**src/hw/rtl/aga_pkg.sv**
```systemverilog
`default_nettype none
package aga_pkg;

    localparam int ID_BITS_DEF   = 16;
    localparam int CPU_COUNT_DEF = 4;
    localparam int CTX_W         = 64;
    localparam int CPU_W         = 2;
    localparam int HW_ASID_W     = 16;
    localparam int S_TDATA_W     = 72;
    localparam int M_TDATA_W     = 88;

    typedef enum logic [3:0] {
        S_CLEAR,
        S_IDLE,
        S_EVAL,
        S_SWAP,
        S_MAPRD,
        S_MAPCK,
        S_SRD,
        S_SCK,
        S_REB,
        S_FINN
    } state_t;

    typedef enum logic [4:0] {
        OP_NONE,
        OP_LOAD,
        OP_CLR,
        OP_FIN_IGN,
        OP_FIN_FAST,
        OP_FIN_SAME,
        OP_FIN_NEW,
        OP_SWAP_START,
        OP_SWAP,
        OP_MAP_RD,
        OP_MAP_SET,
        OP_SRCH_INIT,
        OP_SRD,
        OP_SNEXT,
        OP_SHIT,
        OP_ROLL,
        OP_REB,
        OP_FULL
    } dp_op_t;

    typedef struct packed {
        logic cpu_ok;
        logic fast;
        logic same_gen;
        logic id_zero;
        logic idx_last;
        logic swap_hit;
        logic map_bit;
        logic scan_end;
        logic clr_last;
        logic rolling;
        logic after_roll;
        logic out_busy;
    } status_t;

endpackage
`default_nettype wire

```
**src/hw/rtl/aga_controller.sv**
```systemverilog
`default_nettype none
module aga_controller
    import aga_pkg::*;
(
    input  wire logic    clk,
    input  wire logic    rst_n,
    input  wire logic    s_tvalid,
    output logic         s_tready,
    input  wire status_t status,
    output dp_op_t       op
);

    state_t state_reg;
    state_t state_next;

    always_ff @(posedge clk or negedge rst_n)
    begin
        if (!rst_n)
        begin
            state_reg <= S_CLEAR;
        end
        else
        begin
            state_reg <= state_next;
        end
    end

    assign s_tready = (state_reg == S_IDLE) && !status.out_busy;

    always_comb
    begin
        state_next = state_reg;
        case (state_reg)
            S_CLEAR:
            begin
                if (status.clr_last)
                begin
                    state_next = status.rolling ? S_REB : S_IDLE;
                end
            end
            S_IDLE:
            begin
                if (s_tvalid && s_tready)
                begin
                    state_next = S_EVAL;
                end
            end
            S_EVAL:
            begin
                if (!status.cpu_ok || status.fast || status.same_gen)
                begin
                    state_next = S_IDLE;
                end
                else if (status.id_zero)
                begin
                    state_next = S_SRD;
                end
                else
                begin
                    state_next = S_SWAP;
                end
            end
            S_SWAP:
            begin
                if (status.idx_last)
                begin
                    state_next = status.swap_hit ? S_FINN : S_MAPRD;
                end
            end
            S_MAPRD: state_next = S_MAPCK;
            S_MAPCK: state_next = status.map_bit ? S_SRD : S_FINN;
            S_SRD:
            begin
                if (!status.scan_end)
                begin
                    state_next = S_SCK;
                end
                else
                begin
                    state_next = status.after_roll ? S_FINN : S_CLEAR;
                end
            end
            S_SCK:   state_next = status.map_bit ? S_SRD : S_FINN;
            S_REB:
            begin
                if (status.idx_last)
                begin
                    state_next = S_SRD;
                end
            end
            S_FINN:  state_next = S_IDLE;
            default: state_next = S_IDLE;
        endcase
    end

    always_comb
    begin
        op = OP_NONE;
        case (state_reg)
            S_CLEAR: op = OP_CLR;
            S_IDLE:
            begin
                if (s_tvalid && s_tready)
                begin
                    op = OP_LOAD;
                end
            end
            S_EVAL:
            begin
                if (!status.cpu_ok)
                begin
                    op = OP_FIN_IGN;
                end
                else if (status.fast)
                begin
                    op = OP_FIN_FAST;
                end
                else if (status.same_gen)
                begin
                    op = OP_FIN_SAME;
                end
                else if (status.id_zero)
                begin
                    op = OP_SRCH_INIT;
                end
                else
                begin
                    op = OP_SWAP_START;
                end
            end
            S_SWAP:  op = OP_SWAP;
            S_MAPRD: op = OP_MAP_RD;
            S_MAPCK: op = status.map_bit ? OP_SRCH_INIT : OP_MAP_SET;
            S_SRD:
            begin
                if (!status.scan_end)
                begin
                    op = OP_SRD;
                end
                else
                begin
                    op = status.after_roll ? OP_FULL : OP_ROLL;
                end
            end
            S_SCK:   op = status.map_bit ? OP_SNEXT : OP_SHIT;
            S_REB:   op = OP_REB;
            S_FINN:  op = OP_FIN_NEW;
            default: op = OP_NONE;
        endcase
    end

endmodule
`default_nettype wire

```
**config.mk**
```make
export PLATFORM = sky130hd
export DESIGN_NAME = aga_controller
export DESIGN_NICKNAME = d
export VERILOG_FILES = /design/src/hw/rtl/aga_pkg.sv /design/src/hw/rtl/aga_controller.sv
export SDC_FILE = /design/constraint.sdc
export NUM_CORES = 1
export LEC_CHECK = 0
export BUFFER_PORTS_ARGS = -buffer_cell sky130_fd_sc_hd__buf_2
export CAP_MARGIN = 20
export CELL_PAD_IN_SITES_DETAIL_PLACEMENT = 2
export CELL_PAD_IN_SITES_GLOBAL_PLACEMENT = 2
export CORE_AREA = 2 2 51 53
export DETAILED_ROUTE_END_ITERATION = 8
export DIE_AREA = 0 0 53 55
export GPL_TIMING_DRIVEN = 0
export PLACE_DENSITY_LB_ADDON = 0.1
export SLEW_MARGIN = 20
export SYNTH_ARGS = -nofsm -noshare
export SYNTH_HDL_FRONTEND = slang
export SYNTH_SLANG_ARGS = --single-unit
```
**constraint.sdc**
```tcl
create_clock -name clk -period 2.23 [get_ports clk]
set_input_delay 0.1115 -clock clk [delete_from_list [all_inputs] [get_ports clk]]
set_output_delay 0.1115 -clock clk [all_outputs]
set_load 0.005 [all_outputs]
```
==> results of run 1 <==
-- metal layers --
metal  global-route usage [%]  wire length [um]  vias to the layer above
li1                         -                 -                      374
met1                    25.45              1057                      374
met2                    28.54              1083                       21
met3                    2.419                97                        2
met4                    5.128                 8                        0
met5                        0                 0                        -
-- worst reg2reg max path, stage by stage (launching register included) --
cell,delay [ns]
dfrtp_1,0.38
or2_1,0.12
clkbuf_1,0.28
nor3_1,0.11
a211o_2,0.37
a2bb2oi_2,0.17
-- cell families (layout without fill, tap and decap cells) --
logic type	after synthesis	count (layout)	share of synthesized area (%)
buffers and inverters	10	34	8.007
AOI/OAI and AO/OA	29	29	32.03
and+or+nand+nor	43	43	40.25
DFF	4	4	16.43
muxes	2	2	3.286
-- cell type report --
| cell class | count | area (um2) | area share (%) |
|---|---|---|---|
| Sequential cell | 4 | 100.1 | 12.84 |
| Buffer | 8 | 41.29 | 5.297 |
| Timing Repair Buffer | 21 | 110.1 | 14.13 |
| Clock buffer | 3 | 22.52 | 2.889 |
| Multi-Input combinational cell | 74 | 460.4 | 59.07 |
| Inverter | 2 | 7.507 | 0.9631 |
| Tap cell | 30 | 37.54 | 4.815 |
-- per-stage QoR --
step           setup WS (ns)  cell area, um2  power [uW]  utilization, %  hold slack, ns
2_1_floorplan         0.8661           609.3       670.9               -         -0.1841
3_3_place_gp          0.6492           747.0       903.4           31.59        -0.08410
3_5_place_dp          0.6300           747.0       908.4           31.59        -0.07782
4_1_cts               0.3652           779.5        1008           32.96         0.09895
5_1_grt               0.1855           779.5        1115           32.96          0.1070
6_report              0.3939           779.5       993.9           32.96          0.1091
-- worst min path at each step --
stage	from	endpoint	cells past startpoint
3_3_place_gp	rst_n	state_reg[1]$_DFFE_PN0P_	1
4_1_cts	status[7]	state_reg[3]$_DFFE_PN0P_	2
5_1_grt	status[7]	state_reg[3]$_DFFE_PN0P_	2
2_1_floorplan	rst_n	state_reg[0]$_DFFE_PN0P_	0
3_5_place_dp	rst_n	state_reg[2]$_DFFE_PN0P_	1
6_report	status[7]	state_reg[3]$_DFFE_PN0P_	2
-- placed cells by master (no fill, tap or decap), types with 2 or more instances in the layout --
cell type,synthesis,routed
o21ai_0,4,4
or3b_1,2,2
or2_1,2,2
o22ai_1,2,2
nand2b_1,4,4
clkbuf_4,0,3
nor3_1,6,6
dfrtp_1,4,4
nor2_1,7,7
o21a_1,2,2
nand3_1,3,3
nor2b_1,3,3
a31oi_1,2,2
nor3b_1,2,2
buf_2,6,26
a21oi_1,8,8
nand2_1,6,6
mux2i_1,2,2
nand3b_1,4,4
-- report_power, final --
| group | internal, uW | leakage (uW) | switching (uW) |
|---|---|---|---|
| logic | 326 | 0.000264 | 447 |
| registers | 105 | 0.0000517 | 24.4 |
| clock network | 60.3 | 0.0000138 | 31.1 |
| total | 491 | 0.000330 | 503 |
==> metrics.cfg, run 1 <==
[setup_path]
worstSetupPathType=register to output pin
cp_top_family=simple AND/OR/NAND/NOR gates
crit_cells=6
worstPathMaxFanout=6
worstPathCellList=or2_1 > clkbuf_1 > nor3b_1 > nand3_1 > o311ai_1 > buf_2
worst_ep_required_time_ns=2.12
critPathMaxStageDelay_ns=0.40
reg2reg_depth=5
end_kind=output pin
cp-endpoint=op[2]
cp.arrival_ns=1.72
crit_buf_inv=2
r2r-end=state_reg[0]$_DFFE_PN0P_
reg2reg_slack_ns=0.69
r2r_start=state_reg[2]$_DFFE_PN0P_
startpoint_type=register
critPathSlowestCell=dfrtp_1
setup.worst_path.start=state_reg[2]$_DFFE_PN0P_

[timing]
drv_slew=0
tightestPinTransition_ns=0.3251
finalSetupTns_ns=0
slew_headroom_pct=78.15
timing.fmax_ghz=0.5446
min_period_ns=1.836
finalHoldViolCount=0
grt_setup_unrepaired=false
setup_viol=0
fin_crit_sh_pct=82.34
fin_skew_ns=0.0005747

[die]
start_util_pct=25.77
rows=18
ios=21
coreArea_mm2=0.002365
fp.dieW_um=53
die_y_um=55
die_area_mm2=0.002915

[placed_design]
hpwl_um=1810
io_buffers=20
place_congestion=0.7986
numPlacedInstances=138

[cells_and_area]
drive_above_1_share_pct=30.36
area_growth_syn_to_layout_pct=27.93
antenna_cells=0
fin_cells=142
largest_reg_flops=4
nets=129
nFillCells=303

[grt]
grt_pass1_wl_um=3684
grt_pass1_vias=759
antenna_found_initial=0
grt_usage_pct=17.99
grt_overflow=0
grt_max_degree=11

[detailed_routing]
viasPerCell=5.430
avgRoutedWirePerCell_um=15.82
vias=771
drt_pass1_iterations=4
drtIter0Drc=10
drc=0
route.antenna.remaining_nets=0
routed_wl_um=2247

[synthesis]
synth_most_common_cell=a21oi_1
syn_inst=88
yosysSeqAreaShare_pct=16.43
yosys-top-cells-count=8 x a21oi_1, 7 x nor2_1, 6 x buf_2, 6 x nand2_1, 6 x nor3_1
syn_nets=103
synth_top_area_cell=dfrtp_1
yosys_warnings=0
synth_area_per_cell_um2=6.924
synth-edff-count=0
ys_ff_latch=4
synth_ff_type=dfrtp_1
netlist_area_um2=609.3
synthArstFlopShare_pct=100.0
synth_top_area_share_pct=16.43
synth.area.top_cells=dfrtp_1 16%, a21oi_1 6.6%, buf_2 4.9%, nor3_1 4.9%, nand3b_1 4.9%
synthDistinctLibCells=37

[clock_network]
cts_buffers=3
cts_tree=yes
clock-sinks=4
clk_latency_ns=0.24
post-cts-setup-buffers=0
h-tree-depth=1
clk_pin_slew_ns=0.04
cts_max_path_buffers=2
cts-root-buf=clkbuf_4
hold_buffers=1
ctsResizeCount=0

[run]
cap_violations=0

[status]
status=completed

[hold_path]
hp-class=input pin to register

[pwr]
p_leak_uw=0.0003299
worst_ir_drop_vdd_v=0.0006421
power_density_mw_per_mm2=1275

Note: power is estimated with default switching activity, not from simulation.
==> run 2: changes to the inputs <==
--- a/config.mk
+++ b/config.mk
@@ -5,13 +5,14 @@
 export SDC_FILE = /design/constraint.sdc
 export NUM_CORES = 1
 export LEC_CHECK = 0
+export ABC_AREA = 1
 export BUFFER_PORTS_ARGS = -buffer_cell sky130_fd_sc_hd__buf_2
 export CAP_MARGIN = 20
 export CELL_PAD_IN_SITES_DETAIL_PLACEMENT = 2
 export CELL_PAD_IN_SITES_GLOBAL_PLACEMENT = 2
-export CORE_AREA = 2 2 51 53
+export CORE_AREA = 2 2 57 59
 export DETAILED_ROUTE_END_ITERATION = 8
-export DIE_AREA = 0 0 53 55
+export DIE_AREA = 0 0 59 61
 export GPL_TIMING_DRIVEN = 0
 export PLACE_DENSITY_LB_ADDON = 0.1
 export SLEW_MARGIN = 20
==> constraint.sdc (replaced) <==
create_clock -name clk -period 1.6 [get_ports clk]
set_input_delay 0.08 -clock clk [delete_from_list [all_inputs] [get_ports clk]]
set_output_delay 0.08 -clock clk [all_outputs]
set_load 0.005 [all_outputs]
==> run 2 against run 1 <==
  * Critical endpoint is now op[3]
  * Worst setup slack worse by 0.27 ns
  * Sequential cell count is the same
  * First-iteration DRC count down 20%
  * Cell count rose by 16%
  * Wire length is 8.3% lower
  * Synthesized cell count is 23% higher
  * Register-to-register slack got worse by 0.49 ns
  * Sequential power grew 78%
  * Largest cell class unchanged
  * Non-clock buffer count shrank 7
  * Global-route usage fell by 4.8 points
==> metrics.cfg, run 2 <==
[die]
start_util_pct=20.38  ; -5.4 points
coreArea_mm2=0.002953  ; +25%
rows=20  ; +2
fp.dieW_um=59  ; +11%
die_area_mm2=0.003599  ; +23%
die_y_um=61  ; +11%
ios=21  ; unchanged

[cells_and_area]
design_area_um2=780.7  ; +0.16%
antenna_cells=0  ; unchanged
final_cell_mix=33 x nand2_1, 20 x buf_2, 14 x inv_1
largest_reg_flops=4  ; unchanged
nFillCells=399  ; +32%
fin_util_pct=26.44  ; -6.5 points
area_growth_syn_to_layout_pct=29.73
nets=149  ; +16%
ff_latch_area_um2=102.6  ; +2.5%
drive_above_1_share_pct=33.33  ; +3.0 points
layout_commonest_cell=nand2_1
multi_input_area_um2=429.2  ; -6.8%

[detailed_routing]
drt_pass1_iterations=4  ; unchanged
drc=0  ; unchanged
routed_wl_um=2061  ; -8.3%
viasPerCell=4.570  ; -16%
avgRoutedWirePerCell_um=12.49  ; -21%
route.antenna.remaining_nets=0  ; unchanged
drtIter0Drc=8  ; -2
vias=754  ; -2.2%

[synthesis]
synth_area_per_cell_um2=5.572  ; -20%
synth_most_common_cell=nand2_1
synth-edff-count=0  ; unchanged
synth.area.top_cells=nand2_1 21%, dfrtp_1 17%, inv_1 8.7%, nor2_1 8.1%, nand3_1 7.5%
yosys-top-cells-count=33 x nand2_1, 14 x inv_1, 13 x nor2_1
synth_ff_type=dfrtp_1
ys_ff_latch=4  ; unchanged
yosysSeqAreaShare_pct=16.63  ; +0.20 points
yosys_warnings=0  ; unchanged
synth_top_area_share_pct=20.58  ; +4.2 points
synthDistinctLibCells=22  ; -41%
syn_inst=108  ; +23%
syn_nets=123  ; +19%
netlist_area_um2=601.8  ; -1.2%
synthArstFlopShare_pct=100.0  ; unchanged
synth_top_area_cell=nand2_1

[setup_path]
worst_ep_required_time_ns=1.52  ; -0.60 ns
end_kind=output pin
startpoint_type=register
cp.arrival_ns=1.39  ; -0.33 ns
worstSetupPathType=register to output pin
worstPathMaxFanout=6  ; unchanged

[status]
status=completed

[grt]
grt_usage_pct=13.23  ; -4.8 points
antenna_found_initial=0  ; unchanged
grt_max_degree=9  ; -2
grt_overflow=0  ; unchanged
grt_pass1_wl_um=3498  ; -5.0%
grt_pass1_vias=754  ; -0.66%

[pwr]
worst_ir_drop_vdd_v=0.0004638  ; -28%
p_leak_uw=0.0004646  ; +41%
power_density_mw_per_mm2=1740  ; +36%

[timing]
finalSetupTns_ns=0  ; unchanged
min_period_ns=1.474
fin_skew_ns=0.005567  ; +0.004993 ns
setup_viol=0  ; unchanged
finalHoldViolCount=0  ; unchanged
tightestPinTransition_ns=0.2693  ; -0.05575 ns
drv_slew=0  ; unchanged
fin_crit_sh_pct=92.14
grt_setup_unrepaired=false
timing.fmax_ghz=0.6783
slew_headroom_pct=81.97  ; +3.8 points

[clock_network]
cts_buffers=3  ; unchanged
cts-root-buf=clkbuf_4
h-tree-depth=1  ; unchanged
post-cts-setup-buffers=0  ; unchanged
cts_tree=yes
clk_pin_slew_ns=0.04  ; about the same
clk_latency_ns=0.23  ; about the same
clock-sinks=4  ; unchanged
cts_max_path_buffers=2  ; unchanged

[placed_design]
placed_area_um2=743.2  ; -0.50%
io_buffers=20  ; unchanged
hpwl_um=1843  ; +1.8%
place_congestion=0.6809  ; -15%

[hold_path]
hp-class=input pin to asynchronous set/reset pin

[run]
cap_violations=0  ; unchanged

-- run 2: cell count changes after synthesis, moves of 4 or more --
cell / delta
a21oi_1: -6
buf_2: -5
inv_1: +13
nand2_1: +27
nand2_2: +4
nand2b_1: -4
nand3_1: +6
nor2_1: +6
-- run 2: report_power, final --
group,internal (uW),switching (uW),total (uW)
logic,373,631,1000
clock network,83.7,39.0,123
registers,155,77.1,232
-- run 2: path summary, 6_finish.rpt --
path	start	endpoint	slack [ns]	cells past startpoint
worst max-delay path	state_reg[3]$_DFFE_PN0P_	op[3]	0.13	6
worst min-delay path	rst_n	state_reg[2]$_DFFE_PN0P_	0.18	2
worst max register to register	state_reg[2]$_DFFE_PN0P_	state_reg[0]$_DFFE_PN0P_	0.20	7
worst min register to register	state_reg[3]$_DFFE_PN0P_	state_reg[3]$_DFFE_PN0P_	0.60	2
max in group asynchronous	rst_n	state_reg[1]$_DFFE_PN0P_	1.28	2
min in group clk	status[7]	state_reg[0]$_DFFE_PN0P_	0.18	4
-- run 2: worst max-delay path: stages (launching register included) --
cell	delay, ns
dfrtp_2	0.45
inv_2	0.12
nand2_4	0.08
nor2_4	0.16
nand2_1	0.09
o2111ai_1	0.10
buf_2	0.15
-- run 2: area by class of cell --
type | instances | share of cell area [%]
multi-input combinational | 85 | 54.97
timing repair buffer | 21 | 14.10
sequential | 4 | 13.14
inverter | 18 | 8.654
tap | 33 | 5.288
clock buffer | 3 | 2.885
buffer | 1 | 0.9615
-- run 2: what timing repair did --
item | 4_1_cts | 5_1_grt
resized for setup | 0 | 4
hold endpoints to repair | 4 | 0
setup endpoints to repair | 0 | 4
hold buffers | 1 | 0
-- run 2: cell families (layout without fill, tap and decap cells) --
kind of cell	count (synthesis)	in the layout	share of synthesized area, %
buffers and inverters	19	43	12.06
and+or+nand+nor	74	74	59.46
AOI/OAI and AO/OA	11	11	11.85
DFF	4	4	16.63
-- run 2: metrics by stage --
step	instances	hold WS (ns)	setup slack [ns]	total power (uW)
floorplan	108	-0.2156	0.3777	929.2
global placement	161	-0.1134	0.1693	1243
detailed placement	161	-0.1091	0.1682	1255
CTS	165	0.1757	0.04162	1386
global route	165	0.1913	0.0001549	1535
finish	165	0.1787	0.1258	1359
-- run 2: metal layers --
layer	up-vias	track usage (%)	part of all wire, %
met4	0	1.948	0
met1	352	17.37	46
met2	14	23.02	51
met5	-	0	0
li1	388	-	-
met3	0	2.559	3.0
==> run 3: changes to the inputs <==
--- a/config.mk
+++ b/config.mk
@@ -15,6 +15,7 @@
 export DIE_AREA = 0 0 59 61
 export GPL_TIMING_DRIVEN = 0
 export PLACE_DENSITY_LB_ADDON = 0.1
+export RECOVER_POWER = 50
 export SLEW_MARGIN = 20
 export SYNTH_ARGS = -nofsm -noshare
 export SYNTH_HDL_FRONTEND = slang
==> run 3 against run 2 <==
  * Combinational power about the same
  * Largest cell class unchanged
  * Critical path type unchanged
  * Die area unchanged
  * First-iteration DRC count did not move
  * Global-route usage stayed put
  * Worst hold slack improved by 0.00089 ns
  * Highest routed layer unchanged
  * Design area shrank 0.16%
==> metrics.cfg, run 3 (synthesis results as in run 2) <==
[cells_and_area]
area_growth_syn_to_layout_pct=29.52
antenna_cells=0  ; unchanged
drive_above_1_share_pct=32.58  ; -0.76 points
fin_cells=165  ; unchanged
final_cell_mix=33 x nand2_1, 19 x buf_2, 14 x inv_1
layout_commonest_cell=nand2_1
nFillCells=400  ; +0.25%
nets=149  ; unchanged
largest_reg_flops=4  ; unchanged

[pwr]
intPower_uw=611.2  ; about the same
p_leak_uw=0.0004618  ; -0.59%
p_seq_share_pct=17.1  ; about the same
total_power_uw=1358  ; about the same
clock_power_share_pct=9.0  ; about the same
power_density_mw_per_mm2=1743  ; +0.15%
p_sw_share_pct=55.01  ; about the same
switchingPower_uw=747.3  ; about the same
worst_ir_drop_vdd_v=0.0004638  ; unchanged
p_comb_share_pct=73.9  ; about the same

[placed_design]
place_congestion=0.6809  ; unchanged
place_ws_ns=0.1682  ; unchanged
io_buffers=20  ; unchanged
numPlacedInstances=161  ; unchanged
hpwl_um=1843  ; unchanged

[grt]
grt_max_degree=9  ; unchanged
antenna_found_initial=0  ; unchanged
grt_usage_pct=13.23  ; unchanged
grt_overflow=0  ; unchanged
grt_pass1_wl_um=3498  ; unchanged
grt_pass1_vias=754  ; unchanged

[detailed_routing]
route.antenna.remaining_nets=0  ; unchanged
drtIter0Drc=8  ; unchanged
viasPerCell=4.570  ; unchanged
drc=0  ; unchanged
routed_wl_um=2060  ; about the same
drt_pass1_iterations=4  ; unchanged
avgRoutedWirePerCell_um=12.48  ; about the same
vias=754  ; unchanged

[clock_network]
cts-root-buf=clkbuf_4
cts_buffers=3  ; unchanged
clk_pin_slew_ns=0.04  ; about the same
cts_max_path_buffers=2  ; unchanged
h-tree-depth=1  ; unchanged
post-cts-setup-buffers=0  ; unchanged
cts_tree=yes
clk_latency_ns=0.23  ; about the same
clock-sinks=4  ; unchanged

[setup_path]
r2r_start=state_reg[2]$_DFFE_PN0P_
startpoint_type=register
cp.arrival_ns=1.39  ; about the same
worstPathCellList=inv_2 > nand2_4 > nor2_4 > nand2_1 > o2111ai_1 > buf_2
worstSetupPathType=register to output pin
reg2reg_depth=7  ; unchanged
worstPathMaxFanout=6  ; unchanged
critPathSlowestCell=dfrtp_2
worst_ep_required_time_ns=1.52  ; about the same
reg2reg_slack_ns=0.20  ; about the same
cp_top_family=flip-flops
r2r-end=state_reg[0]$_DFFE_PN0P_
critPathMaxStageDelay_ns=0.45  ; about the same
crit_buf_inv=2  ; unchanged
end_kind=output pin

[hold_path]
worstHoldStart=status[7]
hp-class=input pin to register
hold_depth=4
min_to=state_reg[0]$_DFFE_PN0P_

[timing]
slew_headroom_pct=81.97  ; unchanged
fin_crit_sh_pct=92.15  ; about the same
whs_ns=0.1796  ; +0.0008870 ns
setup_viol=0  ; unchanged
fin_skew_ns=0.005633  ; +0.00006571 ns
min_period_ns=1.474  ; +0.0002160 ns
fin_ws_ns=0.1256  ; -0.0002160 ns
drv_slew=0  ; unchanged
finalSetupTns_ns=0  ; unchanged
timing.fmax_ghz=0.6782  ; about the same
tightestPinTransition_ns=0.2693  ; unchanged
finalHoldViolCount=0  ; unchanged
grt_setup_unrepaired=false

[die]
die_area_mm2=0.003599  ; unchanged
start_util_pct=20.38  ; unchanged
ios=21  ; unchanged
coreArea_mm2=0.002953  ; unchanged
fp.dieW_um=59  ; unchanged
rows=20  ; unchanged
die_y_um=61  ; unchanged

[status]
status=completed

[run]
cap_violations=0  ; unchanged

-- run 3: power by group through the flow --
| stage | registers [uW] | clock network (uW) | logic [uW] |
|---|---|---|---|
| after CTS | 225 | 128 | 1030 |
| final | 232 | 123 | 1000 |
| after floorplan | 210 | 0 | 720 |
| after global placement | 230 | 0 | 1010 |
| after global routing | 239 | 138 | 1160 |
| after detailed placement | 227 | 0 | 1030 |
-- run 3: stage by stage --
| stage | area, um2 | utilization (%) |
|---|---|---|
| after floorplan | 601.8 | - |
| after global placement | 743.2 | 25.17 |
| after detailed placement | 743.2 | 25.17 |
| after CTS | 775.7 | 26.27 |
| after global routing | 779.5 | 26.40 |
| final | 779.5 | 26.40 |
-- run 3: cell type report --
type	instances	area [um2]	area share [%]
Buffer	1	7.507	0.9631
Tap cell	33	41.29	5.297
Clock buffer	3	22.52	2.889
Inverter	18	67.56	8.668
Sequential cell	4	102.6	13.16
Timing Repair Buffer	21	108.9	13.96
Multi-Input combinational cell	85	429.2	55.06
-- run 3: worst max path at each step --
| stage | endpoint | startpoint | cells past startpoint | slack, ns |
|---|---|---|---|---|
| detailed placement | state_reg[0]$_DFFE_PN0P_ | state_reg[1]$_DFFE_PN0P_ | 7 | 0.17 |
| global placement | state_reg[0]$_DFFE_PN0P_ | state_reg[1]$_DFFE_PN0P_ | 7 | 0.17 |
| CTS | op[1] | state_reg[0]$_DFFE_PN0P_ | 7 | 0.04 |
| global route | op[3] | state_reg[2]$_DFFE_PN0P_ | 5 | 0.0002 |
| floorplan | state_reg[0]$_DFFE_PN0P_ | state_reg[0]$_DFFE_PN0P_ | 8 | 0.38 |
| finish | op[3] | state_reg[3]$_DFFE_PN0P_ | 6 | 0.13 |
-- run 3: repair_timing --
action | in CTS | in global routing
endpoints found under the hold margin | 4 | 0
gates resized for setup | 0 | 4
setup endpoints to repair | 0 | 4
hold buffers | 1 | 0
-- run 3: metal layers --
metal / share of wire (%) / GRT usage [%] / up-vias
met5: 0 / 0 / -
met4: 0 / 1.948 / 0
met3: 3.0 / 2.559 / 0
met2: 51 / 23.02 / 14
met1: 46 / 17.37 / 352
li1: - / - / 388
-- run 3: worst min-delay path, stage by stage --
cell     delay [ns]
buf_2          0.09
o21ai_0        0.09
inv_1          0.06
nand2_1        0.04
